`src/sv/miq_pkg.sv`:
```
`timescale 1ns / 1ps
`default_nettype none
// ----------------------------------------------------------------------------
// miq_pkg
// Shared types and constants of the middle insert queue.
// ----------------------------------------------------------------------------
package miq_pkg;

   // fixed widths of the item fields
   localparam int OP_W     = 2;
   localparam int ITEM_W   = 31;
   localparam int STATUS_W = 2;

   // request codes
   typedef enum logic [OP_W-1:0] {
      OP_PUSH   = 2'd0,
      OP_INSERT = 2'd1,
      OP_POP    = 2'd2
   } op_type;

   // response status codes
   typedef enum logic [STATUS_W-1:0] {
      STATUS_OK    = 2'd0,
      STATUS_EMPTY = 2'd1,
      STATUS_FULL  = 2'd2
   } status_type;

   // controller states
   typedef enum logic {
      ST_IDLE = 1'b0,
      ST_EXEC = 1'b1
   } state_type;

endpackage
`default_nettype wire

```
`src/sv/miq_if.sv`:
```
`timescale 1ns / 1ps
`default_nettype none
// ----------------------------------------------------------------------------
// miq_req_if / miq_rsp_if
// Valid/ready channels carrying queue requests and responses.
// ----------------------------------------------------------------------------
interface miq_req_if import miq_pkg::*; ();
   logic              valid;
   logic              ready;
   logic [OP_W-1:0]   op;
   logic [ITEM_W-1:0] item_value;

   modport source (output valid, output op, output item_value, input ready);
   modport sink   (input valid, input op, input item_value, output ready);
endinterface

interface miq_rsp_if import miq_pkg::*; ();
   logic                valid;
   logic                ready;
   logic [ITEM_W-1:0]   popped_value;
   logic [STATUS_W-1:0] status;

   modport source (output valid, output popped_value, output status, input ready);
   modport sink   (input valid, input popped_value, input status, output ready);
endinterface
`default_nettype wire

```
`src/sv/miq_ctrl.sv`:
```
`timescale 1ns / 1ps
`default_nettype none
// ----------------------------------------------------------------------------
// miq_ctrl
// Ring pointers, request sequencing and response register of the queue.
// ----------------------------------------------------------------------------
module miq_ctrl import miq_pkg::*; #(
   parameter int HALF_DEPTH = 512,
   parameter int STORE_W    = 31,
   parameter int AW         = 9,
   parameter int CW         = 10
) (
   input  wire logic               clock,
   input  wire logic               reset,
   miq_req_if.sink                 req_if,
   miq_rsp_if.source               rsp_if,
   // front ring
   output      logic               front_wr_en,
   output      logic [AW-1:0]      front_wr_addr,
   output      logic [STORE_W-1:0] front_wr_data,
   output      logic               front_rd_en,
   output      logic [AW-1:0]      front_rd_addr,
   input  wire logic [STORE_W-1:0] front_rd_data,
   // back ring
   output      logic               back_wr_en,
   output      logic [AW-1:0]      back_wr_addr,
   output      logic [STORE_W-1:0] back_wr_data,
   output      logic               back_rd_en,
   output      logic [AW-1:0]      back_rd_addr,
   input  wire logic [STORE_W-1:0] back_rd_data
);

   localparam int SUM_W = AW + 2;
   localparam logic [SUM_W-1:0] RING_N   = SUM_W'(HALF_DEPTH);
   localparam logic [AW-1:0]    LAST_IDX = AW'(HALF_DEPTH - 1);
   localparam logic [CW:0]      CAP      = (CW + 1)'(2 * HALF_DEPTH);

   state_type          state_ff, state_in;
   logic [AW-1:0]      fhead_ff, fhead_in;
   logic [CW-1:0]      fcount_ff, fcount_in;
   logic [AW-1:0]      bhead_ff, bhead_in;
   logic [CW-1:0]      bcount_ff, bcount_in;
   logic [OP_W-1:0]    op_ff, op_in;
   logic [STORE_W-1:0] value_ff, value_in;
   logic               rsp_valid_ff, rsp_valid_in;
   logic [ITEM_W-1:0]  rsp_value_ff, rsp_value_in;
   status_type         rsp_status_ff, rsp_status_in;

   logic               accept;
   logic [SUM_W-1:0]   ftail_sum, btail_sum;
   logic [AW-1:0]      ftail, btail, fnext, bnext, bprev;
   logic [CW:0]        total;
   logic               full;
   logic               need_rsp;
   logic               commit;
   logic               res_en;
   logic [ITEM_W-1:0]  res_value;
   status_type         res_status;

   assign accept         = req_if.valid && req_if.ready;
   assign req_if.ready   = (state_ff == ST_IDLE);
   assign rsp_if.valid   = rsp_valid_ff;
   assign rsp_if.popped_value = rsp_value_ff;
   assign rsp_if.status  = rsp_status_ff;

   // both ring heads are read when an item is taken
   assign front_rd_en   = accept;
   assign front_rd_addr = fhead_ff;
   assign back_rd_en    = accept;
   assign back_rd_addr  = bhead_ff;

   // ring index arithmetic
   always_comb begin
      ftail_sum = SUM_W'(fhead_ff) + SUM_W'(fcount_ff);
      btail_sum = SUM_W'(bhead_ff) + SUM_W'(bcount_ff);
      ftail = (ftail_sum >= RING_N) ? AW'(ftail_sum - RING_N) : AW'(ftail_sum);
      btail = (btail_sum >= RING_N) ? AW'(btail_sum - RING_N) : AW'(btail_sum);
      fnext = (fhead_ff == LAST_IDX) ? '0 : fhead_ff + AW'(1);
      bnext = (bhead_ff == LAST_IDX) ? '0 : bhead_ff + AW'(1);
      bprev = (bhead_ff == '0) ? LAST_IDX : bhead_ff - AW'(1);
      total = (CW + 1)'(fcount_ff) + (CW + 1)'(bcount_ff);
      full  = (total >= CAP);
   end

   // does the held item produce a response, and can it finish now
   always_comb begin
      unique case (op_type'(op_ff))
         OP_PUSH, OP_INSERT: need_rsp = full;
         OP_POP:             need_rsp = 1'b1;
         default:            need_rsp = 1'b0;
      endcase
      commit = (state_ff == ST_EXEC) && !(need_rsp && rsp_valid_ff && !rsp_if.ready);
   end

   // request execution: ring writes, pointer updates, response
   always_comb begin
      fhead_in      = fhead_ff;
      fcount_in     = fcount_ff;
      bhead_in      = bhead_ff;
      bcount_in     = bcount_ff;
      front_wr_en   = 1'b0;
      front_wr_addr = ftail;
      front_wr_data = value_ff;
      back_wr_en    = 1'b0;
      back_wr_addr  = btail;
      back_wr_data  = value_ff;
      res_en        = 1'b0;
      res_value     = '0;
      res_status    = STATUS_OK;

      if (commit) begin
         unique case (op_type'(op_ff))
            OP_PUSH: begin
               if (full) begin
                  res_en     = 1'b1;
                  res_status = STATUS_FULL;
               end else if (fcount_ff == '0 && bcount_ff == '0) begin
                  front_wr_en = 1'b1;
                  fcount_in   = fcount_ff + CW'(1);
               end else if (bcount_ff >= fcount_ff) begin
                  // shift the back start over to the front, then append
                  front_wr_en   = 1'b1;
                  front_wr_data = back_rd_data;
                  fcount_in     = fcount_ff + CW'(1);
                  bhead_in      = bnext;
                  back_wr_en    = 1'b1;
               end else begin
                  back_wr_en = 1'b1;
                  bcount_in  = bcount_ff + CW'(1);
               end
            end
            OP_INSERT: begin
               if (full) begin
                  res_en     = 1'b1;
                  res_status = STATUS_FULL;
               end else if (fcount_ff > bcount_ff) begin
                  // goes to the start of the back half
                  back_wr_en   = 1'b1;
                  back_wr_addr = bprev;
                  bhead_in     = bprev;
                  bcount_in    = bcount_ff + CW'(1);
               end else begin
                  front_wr_en = 1'b1;
                  fcount_in   = fcount_ff + CW'(1);
               end
            end
            OP_POP: begin
               res_en = 1'b1;
               if (fcount_ff == '0) begin
                  res_status = STATUS_EMPTY;
               end else begin
                  res_value = ITEM_W'(front_rd_data);
                  fhead_in  = fnext;
                  if (bcount_ff >= fcount_ff) begin
                     // rebalance: back start moves to the front tail
                     front_wr_en   = 1'b1;
                     front_wr_data = back_rd_data;
                     bhead_in      = bnext;
                     bcount_in     = bcount_ff - CW'(1);
                  end else begin
                     fcount_in = fcount_ff - CW'(1);
                  end
               end
            end
            default: begin
            end
         endcase
      end
   end

   // response register
   always_comb begin
      rsp_valid_in  = rsp_valid_ff && !rsp_if.ready;
      rsp_value_in  = rsp_value_ff;
      rsp_status_in = rsp_status_ff;
      if (res_en) begin
         rsp_valid_in  = 1'b1;
         rsp_value_in  = res_value;
         rsp_status_in = res_status;
      end
   end

   // next state and item capture
   always_comb begin
      state_in = state_ff;
      op_in    = op_ff;
      value_in = value_ff;
      unique case (state_ff)
         ST_IDLE: begin
            if (accept) begin
               state_in = ST_EXEC;
               op_in    = req_if.op;
               value_in = req_if.item_value[STORE_W-1:0];
            end
         end
         ST_EXEC: begin
            if (commit) begin
               state_in = ST_IDLE;
            end
         end
         default: state_in = ST_IDLE;
      endcase
   end

   // control registers
   always_ff @(posedge clock) begin
      if (reset) begin
         state_ff     <= ST_IDLE;
         fhead_ff     <= '0;
         fcount_ff    <= '0;
         bhead_ff     <= '0;
         bcount_ff    <= '0;
         rsp_valid_ff <= 1'b0;
      end else begin
         state_ff     <= state_in;
         fhead_ff     <= fhead_in;
         fcount_ff    <= fcount_in;
         bhead_ff     <= bhead_in;
         bcount_ff    <= bcount_in;
         rsp_valid_ff <= rsp_valid_in;
      end
   end

   // payload registers
   always_ff @(posedge clock) begin
      op_ff         <= op_in;
      value_ff      <= value_in;
      rsp_value_ff  <= rsp_value_in;
      rsp_status_ff <= rsp_status_in;
   end

endmodule
`default_nettype wire
```
`src/flat_wrapper.sv`:
```
// flat-port wrapper written by rule: the top's interface ports become plain ports
module miq_ctrl_flat import miq_pkg::*;
#(
   parameter int HALF_DEPTH = 512,
   parameter int STORE_W    = 31,
   parameter int AW         = 9,
   parameter int CW         = 10
)
  (clock, reset, front_wr_en, front_wr_addr, front_wr_data, front_rd_en, front_rd_addr, front_rd_data, back_wr_en, back_wr_addr, back_wr_data, back_rd_en, back_rd_addr, back_rd_data, req_if_valid, req_if_op, req_if_item_value, req_if_ready, rsp_if_valid, rsp_if_popped_value, rsp_if_status, rsp_if_ready);
  miq_req_if req_if_i ();
  miq_rsp_if rsp_if_i ();
  input  wire logic clock;
  input  wire logic reset;
  output      logic front_wr_en;
  output      logic [AW-1:0] front_wr_addr;
  output      logic [STORE_W-1:0] front_wr_data;
  output      logic front_rd_en;
  output      logic [AW-1:0] front_rd_addr;
  input  wire logic [STORE_W-1:0] front_rd_data;
  output      logic back_wr_en;
  output      logic [AW-1:0] back_wr_addr;
  output      logic [STORE_W-1:0] back_wr_data;
  output      logic back_rd_en;
  output      logic [AW-1:0] back_rd_addr;
  input  wire logic [STORE_W-1:0] back_rd_data;
  input wire logic [$bits(req_if_i.valid)-1:0] req_if_valid;
  input wire logic [$bits(req_if_i.op)-1:0] req_if_op;
  input wire logic [$bits(req_if_i.item_value)-1:0] req_if_item_value;
  output wire logic [$bits(req_if_i.ready)-1:0] req_if_ready;
  output wire logic [$bits(rsp_if_i.valid)-1:0] rsp_if_valid;
  output wire logic [$bits(rsp_if_i.popped_value)-1:0] rsp_if_popped_value;
  output wire logic [$bits(rsp_if_i.status)-1:0] rsp_if_status;
  input wire logic [$bits(rsp_if_i.ready)-1:0] rsp_if_ready;
  assign req_if_i.valid = req_if_valid;
  assign req_if_i.op = req_if_op;
  assign req_if_i.item_value = req_if_item_value;
  assign req_if_ready = req_if_i.ready;
  assign rsp_if_valid = rsp_if_i.valid;
  assign rsp_if_popped_value = rsp_if_i.popped_value;
  assign rsp_if_status = rsp_if_i.status;
  assign rsp_if_i.ready = rsp_if_ready;
  miq_ctrl #(.HALF_DEPTH(HALF_DEPTH), .STORE_W(STORE_W), .AW(AW), .CW(CW)) u_core (.clock(clock), .reset(reset), .req_if(req_if_i), .rsp_if(rsp_if_i), .front_wr_en(front_wr_en), .front_wr_addr(front_wr_addr), .front_wr_data(front_wr_data), .front_rd_en(front_rd_en), .front_rd_addr(front_rd_addr), .front_rd_data(front_rd_data), .back_wr_en(back_wr_en), .back_wr_addr(back_wr_addr), .back_wr_data(back_wr_data), .back_rd_en(back_rd_en), .back_rd_addr(back_rd_addr), .back_rd_data(back_rd_data));
endmodule
```
`config.mk`:
```
export PLATFORM = sky130hd
export DESIGN_NAME = miq_ctrl_flat
export DESIGN_NICKNAME = d
export VERILOG_FILES = /design/src/sv/miq_pkg.sv /design/src/sv/miq_if.sv /design/src/sv/miq_ctrl.sv /design/src/flat_wrapper.sv
export SDC_FILE = /design/constraint.sdc
export NUM_CORES = 1
export LEC_CHECK = 0
export ABC_AREA = 1
export BUFFER_PORTS_ARGS = -buffer_cell sky130_fd_sc_hd__buf_2
export CAP_MARGIN = 5
export CORE_MARGIN = 5
export CORE_UTILIZATION = 40
export DETAILED_ROUTE_END_ITERATION = 7
export MAX_ROUTING_LAYER = met4
export PLACE_DENSITY = 0.7
export SLEW_MARGIN = 20
export SYNTH_ARGS = -nofsm -noshare
export SYNTH_HDL_FRONTEND = slang
export SYNTH_SLANG_ARGS = --single-unit
```
`constraint.sdc`:
```
create_clock -name clock -period 3.6 [get_ports clock]
set_input_delay 0.36 -clock clock [delete_from_list [all_inputs] [get_ports clock]]
set_output_delay 0.36 -clock clock [all_outputs]
set_load 0.005 [all_outputs]
```
Word-level counts from Yosys, hierarchy flattened
Index checks and enable logic that the tools add are counted.

storage, ports and cells
  register bits after elaboration = 106
  bits in latches = 0
  bits in writable memories = 0
  ROM bits = 0
  input bits = 99
  output and inout bits = 137
  word-level logic and storage cells = 128
  memories = 0

cells by class
  add/sub/neg operators = 12
  multipliers = 0
  div/mod/pow operators = 0
  magnitude comparators = 5
  equal/unequal tests = 14
  shifts and indexed selects = 0
  muxes and demuxes = 63
  bitwise gates (word level) = 4
  reduce and logical (&&, ||, !) cells = 20

operators by type and width
  operator                                               count
  two-way mux 31 bit                                     5
  two-way mux 10 bit                                     14
  two-way mux 9 bit                                      15
  case mux 31 bit (2 select lines)                       1
  case mux 10 bit (3 select lines)                       2
  case mux 9 bit (3 select lines)                        1
  subtractor 9 x 1 -> 9 bit, second input constant       3
  adder 9 x 10 -> 11 bit                                 2
  >= comparator 11 x 10 -> 1 bit, second input constant  2
  adder 10 x 1 -> 10 bit, second input constant          2
  zero test 10 bit                                       2
  subtractor 10 x 1 -> 10 bit, second input constant     2
  adder 9 x 1 -> 9 bit, second input constant            2
  == test 9 bit, second input constant                   2
  two-way mux 1 bit                                      18
  != test 2 bit, second input constant                   7
  adder 10 x 10 -> 11 bit                                1
  >= comparator 11 bit, second input constant            1
  >= comparator 10 bit                                   1
  > comparator 10 bit                                    1
  zero test 9 bit                                        1
  AND reduction 9 bit                                    1
  case mux 1 bit (2 select lines)                        4
  AND reduction 8 bit                                    1
  other kinds (17)                                       27

Depth between registers and ports, before layout
  word-level depth = 9
  gate-level depth with buffers = 18
  gate-level depth less buffers = 17

Least setup slack after synthesis
Ideal clock, no wire load.

  path type = reg2reg
  start = reg u_core.fcount_ff[0]
  end = reg u_core.rsp_value_ff[0] (netlist: u_core.rsp_if.popped_value[0]), enable pin
  setup time = 0.388 ns
  arrival = 2.476 ns
  required time = 3.212 ns
  slack = 0.735 ns
  stages on the path, launching flop included = 15
  path buffers = 1
  period minus slack after synthesis = 2.865 ns
  path through = dfxtp_1 ha_1 fa_1 inv_1 o21ai_1 nand2_1 nand2_1 nand2_1 nand2_2 nand2_2 nand2_2 a21oi_4 buf_6 nand2_1 inv_1

on the way
  cells in the longest elaborated chain, start to end = 8
  elaborated cells on any way between the ends = 10
  those cells by class = 1 x add/sub; 1 x order compare; 4 x mux; 4 x reduce/logical

RTL lines
  what                             line             RTL
  start: declaration               miq_ctrl.sv:40   logic [CW-1:0] fcount_ff, fcount_in;
  start signal: assignment         miq_ctrl.sv:217  fcount_ff <= fcount_in;
  adder 10 x 10 -> 11 bit *        miq_ctrl.sv:81   total = (CW + 1)'(fcount_ff) + (CW + 1)'(bcount_ff);
  >= comparator 11 bit *           miq_ctrl.sv:82   full = (total >= CAP);
  case mux 1 bit (2 select lines)  miq_ctrl.sv:87   unique case (op_type'(op_ff))
  logical AND 1 bit (2 in a row)   miq_ctrl.sv:92   commit = (state_ff == ST_EXEC) && !(need_rsp && rsp_valid_ff && !rsp_if.ready);
  zero test 1 bit                  miq_ctrl.sv:92
  logical AND 1 bit                miq_ctrl.sv:92
  two-way mux 1 bit *              miq_ctrl.sv:111  if (commit) begin
  via u_core.res_en                miq_ctrl.sv:56   logic res_en;
  end signal: assignment           miq_ctrl.sv:228  rsp_value_ff <= rsp_value_in;
  end: declaration                 miq_ctrl.sv:46   logic [ITEM_W-1:0] rsp_value_ff, rsp_value_in;

Mark *: on every way through the listed nets, which the timed path passes. The rest lies on a longest branch.
A chain may end at the register's enable or synchronous reset.

Final worst setup path
  start = reg u_core.bcount_ff[0]
  end = out front_wr_data[11]

on the way
  cells in the longest elaborated chain, start to end = 8
  elaborated cells on any way between the ends = 16
  those cells by class = 1 x add/sub; 2 x order compare; 7 x mux; 6 x reduce/logical

RTL lines
  what                             line                RTL
  start: declaration               miq_ctrl.sv:42      logic [CW-1:0] bcount_ff, bcount_in;
  start signal: assignment         miq_ctrl.sv:219     bcount_ff <= bcount_in;
  adder 10 x 10 -> 11 bit          miq_ctrl.sv:81
  >= comparator 11 bit             miq_ctrl.sv:82
  case mux 1 bit (2 select lines)  miq_ctrl.sv:87
  logical AND 1 bit (2 in a row)   miq_ctrl.sv:92
  zero test 1 bit                  miq_ctrl.sv:92
  logical AND 1 bit                miq_ctrl.sv:92
  two-way mux 31 bit *             miq_ctrl.sv:111
  end: declaration                 flat_wrapper.sv:16  output logic [STORE_W-1:0] front_wr_data;

Mark *: on every way between the ends. The rest lies on a longest branch, timed or not.

==> impl_metrics.py <==
metrics = {
    "cts": {
        "clkTransAtPathRegs_ps": 80,
        "htree_levels": 3,
        "clock_sinks": 106,
        "clk_latency_ps": 360,
        "cts_buffer_depth": 2,
        "cts_buffers": 9,
        "cts_root_buffer": "clkbuf_16",
        "cts_tree": "built",
    },
    "critical_path": {
        "end_kind": "output pin",
        "reg2reg_from": "u_core.bcount_ff[0]$_SDFFE_PP0P_",
        "cp_data_required_time_ps": 3240,
        "crit_type": "reg -> out",
        "reg2reg_depth": 16,
        "worst_setup_path_start_kind": "register",
        "r2r_slack_ps": 630,
        "worst_ep_arrival_time_ps": 2920,
        "worstPathMaxFanout": 32,
        "r2r_end": "u_core.rsp_if.popped_value[14]$_SDFFCE_PP0P_",
    },
    "die": {
        "core-area_sq_mm": 0.0174,
        "fp.dieH_um": 143,
        "dieArea_sq_mm": 0.0205,
        "pin_count": 236,
        "die_w_um": 143,
        "initial_core_util_pct": 41.0,
        "rows": 48,
    },
    "timing": {
        "timing.final.ws_setup_ps": 321,
        "relSlewSlack_pct": 58.0,
        "timing.final.crit_period_ps": 3280,
        "fmax_mhz": 305,
        "setup_viol": 0,
        "final-hold-violation-count": 0,
        "hold-worst-slack_ps": 179,
        "finalCritPeriodShare_pct": 91.1,
        "slew_violations": 0,
        "worst_pin_slew_ps": 631,
        "worst_clock_skew_ps": 12.0,
    },
    "global_route": {
        "grt_pass1_vias": 6322,
        "grt_pass1_wl_mm": 32.8,
        "gr-total-overflow": 0,
        "grt_max_degree": 35,
        "grt_usage_pct": 20.9,
        "antenna_found_initial": 0,
    },
    "drt": {
        "drc_errors": 0,
        "num_vias": 6918,
        "met1_length_mm": 8.56,
        "top_layer_used": "met4",
        "routedWlPerCell_um": 15.8,
        "dr_wl_met2_mm": 11.7,
        "first_iter_violations": 461,
        "first_pass_iters": 5,
        "drt-total-wl_mm": 22.1,
        "route.met3.wl_mm": 1.44,
        "via_per_inst": 4.96,
        "ant_nets": 0,
    },
    "run_status": {
        "status": "finished clean",
    },
    "worst_hold_path": {
        "hp-start": "req_if_item_value[28]",
        "hold_class": "in -> reg",
        "holdPathEnd": "u_core.back_wr_data[28]$_DFFE_PP_",
        "min_delay_path_depth": 1,
    },
    "place": {
        "hpwl_mm": 17.2,
        "port_buffers": 235,
        "placed_cells": 1370,
        "gp_congestion": 0.943,
        "pre_cts_ws_ps": 251,
    },
    "power": {
        "p_leak_nw": 4.40,
        "worst_ir_drop_vdd_uv": 586,
        "powerDensity_mw_per_mm2": 803,
    },
    "synthesis": {
        "synth_fp_nets": 1076,
        "ys_seq_area_share_pct": 39.1,
        "yosys.cell_types.count": 43,
        "synth_edf_count": 66,
        "synth-async-reset-ratio_pct": 0,
        "avgSynthCellArea_sq_um": 7.76,
        "netlist_area_sq_mm": 0.00711,
        "synth_warnings": 0,
        "synthFlopType": "edfxtp_1",
        "syn_inst": 916,
        "ys_ff_latch": 106,
    },
    "finish": {
        "area_delta_synth_final_pct": 26.5,
        "nets": 1323,
        "layout_commonest_cell": "buf_2",
        "final_cells": 1394,
        "final_cell_mix": "buf_2 (235), nand2_1 (211), nor2_1 (136), inv_1 (111)",
        "drive_above_1_share_pct": 26.8,
    },
    "job": {
        "maxCapViolations": 0,
    },
}
==> layout make-up <==
cell class | count | area (sq um)
fillers | 1683 | 8360
multi-input cells | 669 | 3780
flip-flops and latches | 106 | 2780
repair buffers | 260 | 1410
inverters | 117 | 439
well taps | 225 | 282
clock buffers | 9 | 225
clock inverters | 7 | 66.3
diodes | 1 | 2.50
==> power breakdown <==
group / leakage (nW) / total (mW) / switching (mW) / internal [mW]
Clock: 0.144 / 0.984 / 0.495 / 0.489
Sequential: 0.950 / 1.75 / 0.271 / 1.48
Combinational: 3.31 / 4.49 / 2.81 / 1.67
==> worst max-delay path, stage by stage (launching register included) <==
cell,delay [ps]
dfxtp_2,370
ha_1,220
fa_1,350
inv_1,60
o21ai_1,50
nand2_1,60
nand2_1,60
nand2_1,90
nand2_2,90
nand2_2,100
nand2_2,80
a21oi_4,280
nand2_8,170
nor2_4,130
buf_12,190
nand2_1,60
nand2_1,80
buf_2,110
==> cell usage after synthesis (6+ instances only) <==
cell      instances  area share (%)
clkbuf_1         10            0.53
xor2_1           25             3.1
nand2_1         211              11
nor2_4            8             1.3
dfxtp_1          40              11
o21ai_0          66             4.6
ha_1             56             9.9
nand3_1          33             2.3
inv_1           111             5.9
edfxtp_1         66              28
nand2_2           8            0.70
nor3_1            6            0.42
xnor2_1          16             2.0
nor2_1          138             7.3
a21oi_1          46             3.2
nand4_1          12             1.1
==> worst max path at each step <==
stage                                     startpoint                                          end  cells after the start  slack [ps]
finish              u_core.bcount_ff[0]$_SDFFE_PP0P_                            front_wr_data[11]                     17         320
detailed placement  u_core.fcount_ff[9]$_SDFFE_PP0P_                            front_wr_data[17]                     15         250
floorplan           u_core.fcount_ff[0]$_SDFFE_PP0P_  u_core.rsp_if.popped_value[0]$_SDFFCE_PP0P_                     14         740
global route        u_core.fcount_ff[9]$_SDFFE_PP0P_                            front_wr_data[29]                     13          -7
global placement    u_core.bcount_ff[0]$_SDFFE_PP0P_                            front_wr_data[11]                     17         290
CTS                 u_core.bcount_ff[0]$_SDFFE_PP0P_                            front_wr_data[17]                     17          90
==> stage by stage <==
| step | TNS [ps] | util [%] | power (mW) | cell area (sq um) |
|---|---|---|---|---|
| floorplan | 0 | - | 4.68 | 7110 |
| global placement | 0 | 49.4 | 5.85 | 8580 |
| detailed placement | 0 | 49.4 | 5.90 | 8580 |
| CTS | 0 | 51.2 | 6.94 | 8880 |
| global route | -20.6 | 51.8 | 7.85 | 8990 |
| finish | 0 | 51.8 | 7.23 | 9000 |
==> cell families (layout without fill, tap and decap cells) <==
family	after synthesis	after routing	synth area share, %
buffers and inverters	142	393	8.29
AOI/OAI and AO/OA	137	138	10.6
other	0	1	0
and+or+nand+nor	429	429	25.7
adders and majority gates	61	61	11.3
DFF	106	106	39.1
xor gates and xnor gates	41	41	5.05
==> registers in the layout, indices dropped and copies added, names as in the netlist, 2 cells and up <==
| name | count |
|---|---|
| u_core.back_rd_addr | 9 |
| u_core.front_rd_addr | 9 |
| u_core.rsp_if.popped_value | 31 |
| u_core.rsp_if.status | 2 |
| u_core.bcount_ff | 10 |
| u_core.op_ff | 2 |
| u_core.back_wr_data | 31 |
| u_core.fcount_ff | 10 |
==> metal layers <==
layer | vias up | GRT usage [%]
met5 | - | -
li1 | 3474 | -
met1 | 3180 | 23.1
met2 | 228 | 38.6
met3 | 36 | 4.06
met4 | 0 | 5.45
==> what timing repair did <==
item,CTS,global route
setup endpoints to repair,31,32
pin swaps,0,4
cloned,0,1
buffers inserted,0,6
gates resized for setup,2,7
endpoints found under the hold margin,0,0
hold buffers,0,0
(Power assumes the default switching activity.)
